### config.mk
export PLATFORM = sky130hd
export DESIGN_NAME = counting_semaphore_table_top_flat
export DESIGN_NICKNAME = d
export VERILOG_FILES = /design/src/csem_pkg.sv /design/src/csem_if.sv /design/src/counting_semaphore_table_top.sv /design/src/flat_wrapper.sv
export SDC_FILE = /design/constraint.sdc
export NUM_CORES = 2
export LEC_CHECK = 0
export ABC_CLOCK_PERIOD_IN_PS = 7900
export BUFFER_PORTS_ARGS = -buffer_cell sky130_fd_sc_hd__buf_2
export CAP_MARGIN = 20
export CELL_PAD_IN_SITES_DETAIL_PLACEMENT = 1
export CELL_PAD_IN_SITES_GLOBAL_PLACEMENT = 2
export CORE_ASPECT_RATIO = 1.4
export CORE_MARGIN = 1.5
export CORE_UTILIZATION = 35
export CTS_CLUSTER_SIZE = 8
export DETAILED_ROUTE_END_ITERATION = 16
export PLACE_DENSITY_LB_ADDON = 0.1
export SLEW_MARGIN = 20
export SYNTH_ARGS = -nofsm -noshare
export SYNTH_HDL_FRONTEND = slang
export SYNTH_SLANG_ARGS = --single-unit
### constraint.sdc
create_clock -name clk -period 7.9 [get_ports clk]
set_input_delay 0.395 -clock clk [delete_from_list [all_inputs] [get_ports clk]]
set_output_delay 0.395 -clock clk [all_outputs]
set_load 0.03 [all_outputs]
### src/csem_pkg.sv
// Package for the counting semaphore bank: sizes, operation and status codes,
// controller states and the response record.
// No dependencies; every other file of the block imports it.
package csem_pkg;

	// Number of semaphore entries and the width of an entry index.
	localparam int NUM_ENTRIES = 64;
	localparam int IDX_W       = (NUM_ENTRIES > 1) ? $clog2(NUM_ENTRIES) : 1;

	// Count and limit width, and the widths of the request and response fields.
	localparam int CNT_W       = 15;
	localparam int OP_W        = 3;
	localparam int ID_W        = 8;
	localparam int START_W     = 16;
	localparam int STATUS_W    = 3;
	localparam int ALLOC_W     = 6;

	// The free-entry search looks at groups of eight entries.
	localparam int GRP_SIZE    = 8;
	localparam int GRP_BIT_W   = $clog2(GRP_SIZE);
	localparam int NUM_GROUPS  = (NUM_ENTRIES + GRP_SIZE - 1) / GRP_SIZE;
	localparam int GRP_W       = (NUM_GROUPS > 1) ? $clog2(NUM_GROUPS) : 1;

	// Operation codes; the codes above OP_DOWN mean nothing.
	typedef enum logic [OP_W-1:0] {
		OP_ALLOC = 3'd0,
		OP_OPEN  = 3'd1,
		OP_CLOSE = 3'd2,
		OP_UP    = 3'd3,
		OP_DOWN  = 3'd4
	} op_t;

	// Status codes returned with every response.
	typedef enum logic [STATUS_W-1:0] {
		STAT_OK          = 3'd0,
		STAT_BAD_ID      = 3'd1,
		STAT_BAD_COUNT   = 3'd2,
		STAT_CLOSED      = 3'd3,
		STAT_NOT_OPENED  = 3'd4,
		STAT_OVER_LIMIT  = 3'd5,
		STAT_WOULD_BLOCK = 3'd6,
		STAT_NONE_FREE   = 3'd7
	} status_t;

	// Controller states: waiting for a request, or finishing one.
	typedef enum logic {
		FSM_IDLE,
		FSM_EXEC
	} fsm_t;

	// One response as it sits in the output register.
	typedef struct packed {
		logic               ok;
		status_t            status;
		logic [ALLOC_W-1:0] alloc_index;
		logic               wake;
	} rsp_t;

endpackage

### src/csem_if.sv
// Handshake interfaces of the counting semaphore bank: the request channel
// and the response channel. Depends on csem_pkg for the field widths.

interface csem_req_if;
	import csem_pkg::*;

	logic                      valid;
	logic                      ready;
	logic [OP_W-1:0]           op;
	logic signed [ID_W-1:0]    sem_id;
	logic signed [START_W-1:0] start_count;

	modport source (output valid, output op, output sem_id, output start_count,
		input ready);
	modport sink (input valid, input op, input sem_id, input start_count,
		output ready);
endinterface

interface csem_rsp_if;
	import csem_pkg::*;

	logic                valid;
	logic                ready;
	logic                ok;
	logic [STATUS_W-1:0] status;
	logic [ALLOC_W-1:0]  alloc_index;
	logic                wake;

	modport source (output valid, output ok, output status, output alloc_index,
		output wake, input ready);
	modport sink (input valid, input ok, input status, input alloc_index,
		input wake, output ready);
endinterface

### src/counting_semaphore_table_top.sv
// Counting semaphore bank: one request in, one response out.
// The response is registered when the request finishes, as soon as the output register
// is free or being emptied. A new request waits until the previous one finishes, since
// the count and limit go through a read-modify-write in a memory with a registered read.
// Reset clears the opened and active flags at once; no clearing pass is needed.
// Depends on csem_pkg and the interfaces in csem_if.sv.
module counting_semaphore_table_top (
	input  logic       clk,
	input  logic       arst_n,
	csem_req_if.sink   req,
	csem_rsp_if.source rsp
);
	import csem_pkg::*;

	localparam int PAD_W = NUM_GROUPS * GRP_SIZE;

	// Count and limit per entry, packed as {count, limit}.
	logic [2*CNT_W-1:0] cnt_mem [NUM_ENTRIES];
	logic [2*CNT_W-1:0] cnt_rd_q;

	// Per-entry flags in flip-flops, cleared by reset.
	logic [NUM_ENTRIES-1:0] opened_q;
	logic [NUM_ENTRIES-1:0] active_q;

	// Captured request.
	logic [OP_W-1:0]  op_q;
	logic [IDX_W-1:0] idx_q;
	logic             id_ok_q;
	logic [CNT_W-1:0] start_q;
	logic             start_neg_q;

	// First level of the free-entry search, registered at accept.
	logic [NUM_GROUPS-1:0]                grp_any_q;
	logic [NUM_GROUPS-1:0][GRP_BIT_W-1:0] grp_first_q;

	fsm_t state_q, state_d;
	logic accept;
	logic exec_done;

	rsp_t rsp_q;
	logic rsp_valid_q;

	// Decoded request fields.
	logic [IDX_W-1:0] req_idx;
	logic             req_id_ok;

	assign req_idx   = IDX_W'({{IDX_W{1'b0}}, req.sem_id[ID_W-2:0]});
	assign req_id_ok = !req.sem_id[ID_W-1]
		&& (32'(req.sem_id[ID_W-2:0]) < 32'(NUM_ENTRIES));

	// Controller state register.
	always_ff @(posedge clk or negedge arst_n) begin
		if (!arst_n) begin
			state_q <= FSM_IDLE;
		end else begin
			state_q <= state_d;
		end
	end

	// Next state: a request is accepted when idle, and finishes as soon as the
	// output register is free or being emptied.
	always_comb begin
		state_d   = state_q;
		req.ready = 1'b0;
		exec_done = 1'b0;
		unique case (state_q)
			FSM_IDLE: begin
				req.ready = 1'b1;
				if (req.valid) begin
					state_d = FSM_EXEC;
				end
			end
			FSM_EXEC: begin
				if (!rsp_valid_q || rsp.ready) begin
					exec_done = 1'b1;
					state_d   = FSM_IDLE;
				end
			end
			default: state_d = FSM_IDLE;
		endcase
	end

	assign accept = req.valid && req.ready;

	// Capture the request fields.
	always_ff @(posedge clk) begin
		if (accept) begin
			op_q        <= req.op;
			idx_q       <= req_idx;
			id_ok_q     <= req_id_ok;
			start_q     <= req.start_count[CNT_W-1:0];
			start_neg_q <= req.start_count[START_W-1];
		end
	end

	// Per-group first free entry; padding past the last entry never counts as free.
	logic [PAD_W-1:0]                     free_pad;
	logic [NUM_GROUPS-1:0]                grp_any_d;
	logic [NUM_GROUPS-1:0][GRP_BIT_W-1:0] grp_first_d;

	assign free_pad = PAD_W'(~active_q);

	always_comb begin
		for (int g = 0; g < NUM_GROUPS; g++) begin
			grp_any_d[g]   = 1'b0;
			grp_first_d[g] = '0;
			for (int b = GRP_SIZE - 1; b >= 0; b--) begin
				if (free_pad[g*GRP_SIZE + b]) begin
					grp_any_d[g]   = 1'b1;
					grp_first_d[g] = GRP_BIT_W'(b);
				end
			end
		end
	end

	always_ff @(posedge clk) begin
		if (accept) begin
			grp_any_q   <= grp_any_d;
			grp_first_q <= grp_first_d;
		end
	end

	// Second level of the search: the lowest group that holds a free entry.
	logic             free_found;
	logic [GRP_W-1:0] free_grp;
	logic [IDX_W-1:0] free_idx;

	always_comb begin
		free_found = 1'b0;
		free_grp   = '0;
		for (int g = NUM_GROUPS - 1; g >= 0; g--) begin
			if (grp_any_q[g]) begin
				free_found = 1'b1;
				free_grp   = GRP_W'(g);
			end
		end
	end

	assign free_idx = IDX_W'({free_grp, grp_first_q[free_grp]});

	// Decide the response and the write-back for the captured request.
	logic [CNT_W-1:0]   cur_cnt;
	logic [CNT_W-1:0]   cur_lim;
	logic               cur_open;
	logic               cur_act;
	status_t            res_status;
	logic [IDX_W-1:0]   res_idx;
	logic               res_wake;
	logic               mem_we;
	logic [IDX_W-1:0]   mem_wa;
	logic [2*CNT_W-1:0] mem_wd;
	logic               flag_we;
	logic [IDX_W-1:0]   flag_idx;
	logic               open_d;
	logic               act_d;

	assign cur_cnt  = cnt_rd_q[2*CNT_W-1:CNT_W];
	assign cur_lim  = cnt_rd_q[CNT_W-1:0];
	assign cur_open = opened_q[idx_q];
	assign cur_act  = active_q[idx_q];

	always_comb begin
		res_status = STAT_OK;
		res_idx    = '0;
		res_wake   = 1'b0;
		mem_we     = 1'b0;
		mem_wa     = idx_q;
		mem_wd     = cnt_rd_q;
		flag_we    = 1'b0;
		flag_idx   = idx_q;
		open_d     = cur_open;
		act_d      = cur_act;
		priority if (op_q == OP_ALLOC) begin
			if (free_found) begin
				mem_we   = 1'b1;
				mem_wa   = free_idx;
				mem_wd   = '0;
				flag_we  = 1'b1;
				flag_idx = free_idx;
				open_d   = 1'b1;
				act_d    = 1'b1;
				res_idx  = free_idx;
			end else begin
				res_status = STAT_NONE_FREE;
			end
		end else if (op_q > OP_DOWN || !id_ok_q) begin
			res_status = STAT_BAD_ID;
		end else begin
			unique case (op_q)
				OP_OPEN: begin
					if (start_neg_q) begin
						res_status = STAT_BAD_COUNT;
					end else begin
						mem_we  = 1'b1;
						mem_wd  = {start_q, start_q};
						flag_we = 1'b1;
						open_d  = 1'b1;
					end
				end
				OP_CLOSE: begin
					if (!cur_open) begin
						res_status = STAT_NOT_OPENED;
					end else if (cur_cnt > cur_lim) begin
						res_status = STAT_OVER_LIMIT;
					end else begin
						flag_we = 1'b1;
						open_d  = 1'b0;
						act_d   = 1'b0;
					end
				end
				OP_UP: begin
					if (!cur_act) begin
						res_status = STAT_CLOSED;
					end else if (!cur_open) begin
						res_status = STAT_NOT_OPENED;
					end else if (cur_cnt >= cur_lim) begin
						res_status = STAT_OVER_LIMIT;
					end else begin
						mem_we   = 1'b1;
						mem_wd   = {cur_cnt + CNT_W'(1), cur_lim};
						res_wake = 1'b1;
					end
				end
				default: begin
					if (!cur_act) begin
						res_status = STAT_CLOSED;
					end else if (!cur_open) begin
						res_status = STAT_NOT_OPENED;
					end else if (cur_cnt == '0) begin
						res_status = STAT_WOULD_BLOCK;
					end else begin
						mem_we = 1'b1;
						mem_wd = {cur_cnt - CNT_W'(1), cur_lim};
					end
				end
			endcase
		end
	end

	// Count and limit memory: read at accept, written when the request finishes.
	// The controller never reads and writes in the same cycle, so no forwarding.
	always_ff @(posedge clk) begin
		if (exec_done && mem_we) begin
			cnt_mem[mem_wa] <= mem_wd;
		end
		if (accept) begin
			cnt_rd_q <= cnt_mem[req_idx];
		end
	end

	// Flag update.
	always_ff @(posedge clk or negedge arst_n) begin
		if (!arst_n) begin
			opened_q <= '0;
			active_q <= '0;
		end else if (exec_done && flag_we) begin
			opened_q[flag_idx] <= open_d;
			active_q[flag_idx] <= act_d;
		end
	end

	// Output register: loaded when a request finishes, emptied by the sink.
	always_ff @(posedge clk or negedge arst_n) begin
		if (!arst_n) begin
			rsp_valid_q <= 1'b0;
		end else if (exec_done) begin
			rsp_valid_q <= 1'b1;
		end else if (rsp.ready) begin
			rsp_valid_q <= 1'b0;
		end
	end

	always_ff @(posedge clk) begin
		if (exec_done) begin
			rsp_q.ok          <= (res_status == STAT_OK);
			rsp_q.status      <= res_status;
			rsp_q.alloc_index <= ALLOC_W'(res_idx);
			rsp_q.wake        <= res_wake;
		end
	end

	assign rsp.valid       = rsp_valid_q;
	assign rsp.ok          = rsp_q.ok;
	assign rsp.status      = rsp_q.status;
	assign rsp.alloc_index = rsp_q.alloc_index;
	assign rsp.wake        = rsp_q.wake;

	// A new response appears only when a request finishes.
	a_rsp_from_exec: assert property (@(posedge clk) disable iff (!arst_n)
		$rose(rsp_valid_q) |-> $past(state_q) == FSM_EXEC)
		else $error("response appeared without a finishing request");

	// A wake is only given with a successful response.
	a_wake_ok: assert property (@(posedge clk) disable iff (!arst_n)
		rsp.valid && rsp.wake |-> rsp.ok && rsp.status == STAT_OK)
		else $error("wake without success");

	// A successful allocate leaves the claimed entry active and opened.
	a_alloc_sets: assert property (@(posedge clk) disable iff (!arst_n)
		exec_done && op_q == OP_ALLOC && free_found
		|=> active_q[$past(free_idx)] && opened_q[$past(free_idx)])
		else $error("allocated entry not marked active");

	// A request is not accepted while another one is still being finished.
	a_one_at_a_time: assert property (@(posedge clk) disable iff (!arst_n)
		req.valid && req.ready |=> state_q == FSM_EXEC && !req.ready)
		else $error("request accepted during execution");

endmodule

### src/flat_wrapper.sv
// flat-port wrapper written by rule: the top's interface ports become plain ports
module counting_semaphore_table_top_flat import csem_pkg::*;
  (clk, arst_n, req_valid, req_op, req_sem_id, req_start_count, req_ready, rsp_valid, rsp_ok, rsp_status, rsp_alloc_index, rsp_wake, rsp_ready);
  csem_req_if req_i ();
  csem_rsp_if rsp_i ();
  input  logic clk;
  input  logic arst_n;
  input wire logic [$bits(req_i.valid)-1:0] req_valid;
  input wire logic [$bits(req_i.op)-1:0] req_op;
  input wire logic [$bits(req_i.sem_id)-1:0] req_sem_id;
  input wire logic [$bits(req_i.start_count)-1:0] req_start_count;
  output wire logic [$bits(req_i.ready)-1:0] req_ready;
  output wire logic [$bits(rsp_i.valid)-1:0] rsp_valid;
  output wire logic [$bits(rsp_i.ok)-1:0] rsp_ok;
  output wire logic [$bits(rsp_i.status)-1:0] rsp_status;
  output wire logic [$bits(rsp_i.alloc_index)-1:0] rsp_alloc_index;
  output wire logic [$bits(rsp_i.wake)-1:0] rsp_wake;
  input wire logic [$bits(rsp_i.ready)-1:0] rsp_ready;
  assign req_i.valid = req_valid;
  assign req_i.op = req_op;
  assign req_i.sem_id = req_sem_id;
  assign req_i.start_count = req_start_count;
  assign req_ready = req_i.ready;
  assign rsp_valid = rsp_i.valid;
  assign rsp_ok = rsp_i.ok;
  assign rsp_status = rsp_i.status;
  assign rsp_alloc_index = rsp_i.alloc_index;
  assign rsp_wake = rsp_i.wake;
  assign rsp_i.ready = rsp_ready;
  counting_semaphore_table_top u_core (.clk(clk), .arst_n(arst_n), .req(req_i), .rsp(rsp_i));
endmodule
==> impl_metrics.csv <==
group,metric,value,unit
logic_synthesis,ys.flop_type,"edfxtp_1",
power_and_ir_drop,power.density,288,mW/mm²
grt,grt_pass1_wl,367000,µm
grt,grt.total_usage,0.209,
placement,post_dp_cell_area,0.0920,mm²
routing,ant_nets,0,
timing,setup_slack,1.85,ns
layout,stdcell_area,0.101,mm²
layout,nFillCells,22680,
routing,drt_iter0_drc,3337,
setup_path,worstSetupStartpointType,"flop",
logic_synthesis,synth_top_cell_area_share,0.704,
die,io_pins,44,
logic_synthesis,synth_edf_count,2019,
run_status,status,"complete, no violations",
clock_tree,numCtsBuffers,311,
die,start_util,0.352,
grt,antenna_found_initial,19,
timing,finalHoldViolations,0,
power_and_ir_drop,ir_worst_vdd,152,µV
power_and_ir_drop,p_leak,0.0319,µW
logic_synthesis,yosys_register_bits,2149,
layout,fin_nets,4349,
clock_tree,cts_root_buf,"clkbuf_16",
logic_synthesis,syn_avg_cell_area,21.7,µm²
placement,portBuffers,43,
logic_synthesis,ys_seq_area_frac,0.742,
routing,dr.pass1.iters,5,
grt,busiest_layer,"met2",
timing,worst_pin_slew,1.14,ns
grt,overflow,0,
layout,area_growth,16.7,%
logic_synthesis,synth_nets,4025,
logic_synthesis,synth_commonest_cells,"edfxtp_1 (2019), mux4_2 (659), clkbuf_1 (157)",
setup_path,cp.buffers_inverters,3,
placement,dpl_worst_slack,1.75,ns
routing,via_count,42042,
logic_synthesis,netlist_area,0.0861,mm²
clock_tree,clk_pin_slew,0.05,ns
logic_synthesis,netlist.top_cell.by_area,"edfxtp_1",
routing,wire_per_inst,34.1,µm
setup_path,crit_chain,"buf_4 -> mux4_2 -> nand3_1 -> a311oi_1 -> nor4_4 -> nor3_2 -> buf_4 -> nand2_1 -> a311oi_4 -> nand3_2 -> buf_4 -> nor2_4",
setup_path,slowest_delay,0.87,ns
routing,finalWirelength,259000,µm
grt,grt_max_degree,94,
routing,via_per_inst,5.52,
die,core_area,0.245,mm²
clock_tree,cts_sinks,2149,
clock_tree,clock_path_buffers,4,
timing,finalSetupViolCount,0,
setup_path,end_kind,"flop",
setup_path,slowest_stage,"edfxtp_1",
logic_synthesis,synthArstFlopShare,0.0605,
grt,met3_usage,0.0269,
grt,grtUsageMet2,0.369,
timing,finalSetupTns,0,ns
timing,holdWs,0.0819,ns
timing,slew_headroom,0.238,
placement,gp_congestion,0.807,
timing,max_freq,165,MHz
job,drv_cap,0,
setup_path,crit_required,8.36,ns
logic_synthesis,yosys_warnings,0,
setup_path,worstSetupPathType,"flop to flop",
clock_tree,cts_tree,"yes",
hold_path,hold_path_class,"input pin to flop",
die,die_w,422,µm
setup_path,critical_path.top_delay_family,"simple AND/OR/NAND/NOR gates",
timing,final_max_slew_viol_count,0,
clock_tree,cts_max_level,5,
die,dieArea,0.249,mm²
clock_tree,post_cts_resized,0,
die,die_y,590,µm
grt,grt_use_met1,0.271,
timing,rsz0062_at_grt,"no",
setup_path,worstPathMaxFanout,30,
layout,drive_gt1_frac,0.338,
timing,layout_min_cycle_time,6.05,ns
logic_synthesis,syn_inst,3977,
logic_synthesis,synth_most_common_cell,"edfxtp_1",
placement,hpwl,165000,µm
logic_synthesis,synthTopCellsByArea,"edfxtp_1 (70%), mux4_2 (17%), dfrtp_1 (3.8%)",
routing,drc,0,
grt,grt_pass1_vias,45675,
clock_tree,insertion_delay,0.88,ns
setup_path,cp.arrival,6.51,ns
logic_synthesis,synth_cell_types,77,
power_and_ir_drop,fin_total_pwr,28900,µW
timing,skew,0.0844,ns
timing,post-route-period-util,0.766,
setup_path,crit_top_cell,"buf_4",
die,num_rows,215,
-- report_power, final --
part | switching (µW) | total (µW) | internal [µW]
Combinational | 2560 | 3380 | 819
Sequential | 214 | 13700 | 13500
Clock | 4690 | 11800 | 7110
-- sequential cells by signal (all words and copies together) (netlist names), 3 cells and up --
signal                  cells
u_core.active_q            64
u_core.cnt_mem           1920
u_core.cnt_rd_q            30
u_core.grp_any_q            8
u_core.grp_first_q         24
u_core.idx_q                6
u_core.op_q                 3
u_core.opened_q            64
u_core.rsp.alloc_index      6
u_core.rsp.status           3
u_core.start_q             15
-- stage by stage --
step,cells,utilization
after floorplan,3977,-
after global placement,7211,0.375
after detailed placement,7218,0.376
after CTS,7604,0.410
after global routing,7606,0.411
final,7610,0.411
-- routing by layer --
layer / vias to the layer above / share of wire
met4: 2 / 0.024
met2: 933 / 0.52
met3: 354 / 0.039
met5: - / 0.000050
li1: 17359 / -
met1: 23394 / 0.41
-- logic make-up (layout without fill, tap and decap cells) --
logic type,after synthesis,after routing,synth area share
other cells,0,5,0
mux,821,821,0.194
buf+inv,268,641,0.0130
xor+xnor,2,2,0.000203
fa+ha+maj,17,17,0.00247
flops,2149,2149,0.742
compound gates,233,233,0.0189
simple gates,487,487,0.0301
-- path summary, 6_finish.rpt --
| path | slack (ns) | depth (start not counted) | end | start |
|---|---|---|---|---|
| worst max register to register | 1.85 | 12 | u_core.cnt_mem[10][13] | u_core.idx_q[0] |
| min in group asynchronous | 0.28 | 2 | u_core.rsp.valid | arst_n |
| worst min-delay path | 0.08 | 1 | u_core.idx_q[3] | req_sem_id[3] |
| worst min register to register | 0.48 | 1 | u_core.opened_q[41] | u_core.opened_q[41] |
| max in group asynchronous | 6.19 | 3 | u_core.active_q[57] | arst_n |
| worst max-delay path | 1.85 | 12 | u_core.cnt_mem[10][13] | u_core.idx_q[0] |
-- layout make-up --
type	instances	area, µm²	share of cell area
multi-input cells	1560	22000	0.219
clock buffers	348	8070	0.0803
clock inverters	14	208	0.00207
inverters	45	169	0.00168
well taps	3255	4070	0.0405
repair buffers	234	2080	0.0207
flip-flops and latches	2149	63900	0.636
diodes	5	12.5	0.000124
-- what timing repair did --
item                                   CTS  global route
buffers inserted                         0             0
endpoints found under the hold margin   88             0
setup endpoints to repair                0             0
hold buffers                            24             0
-- layout by cell type (no fill, tap or decap), types with 8 or more instances in the layout --
master	count
nand3_2	9
nor3_2	23
nand3_1	50
buf_12	17
or3_1	16
nor4_4	11
clkbuf_16	318
mux2i_1	25
dfrtp_1	130
clkbuf_1	30
a21oi_1	42
edfxtp_1	2019
nor2b_1	11
a21oi_4	13
mux4_2	659
ha_1	17
o31ai_1	13
nor3_1	14
nand2_1	156
dlygate4sd3_1	24
buf_4	145
a41oi_1	8
o21ai_0	47
a22oi_1	8
inv_1	44
buf_2	37
nand4_1	18
nor2_1	56
mux2_2	109
a21boi_0	10
a31oi_1	12
nor4_1	10
mux2_1	25
nor2_4	64
and3_1	15
Power figures use the tool's default switching activity.
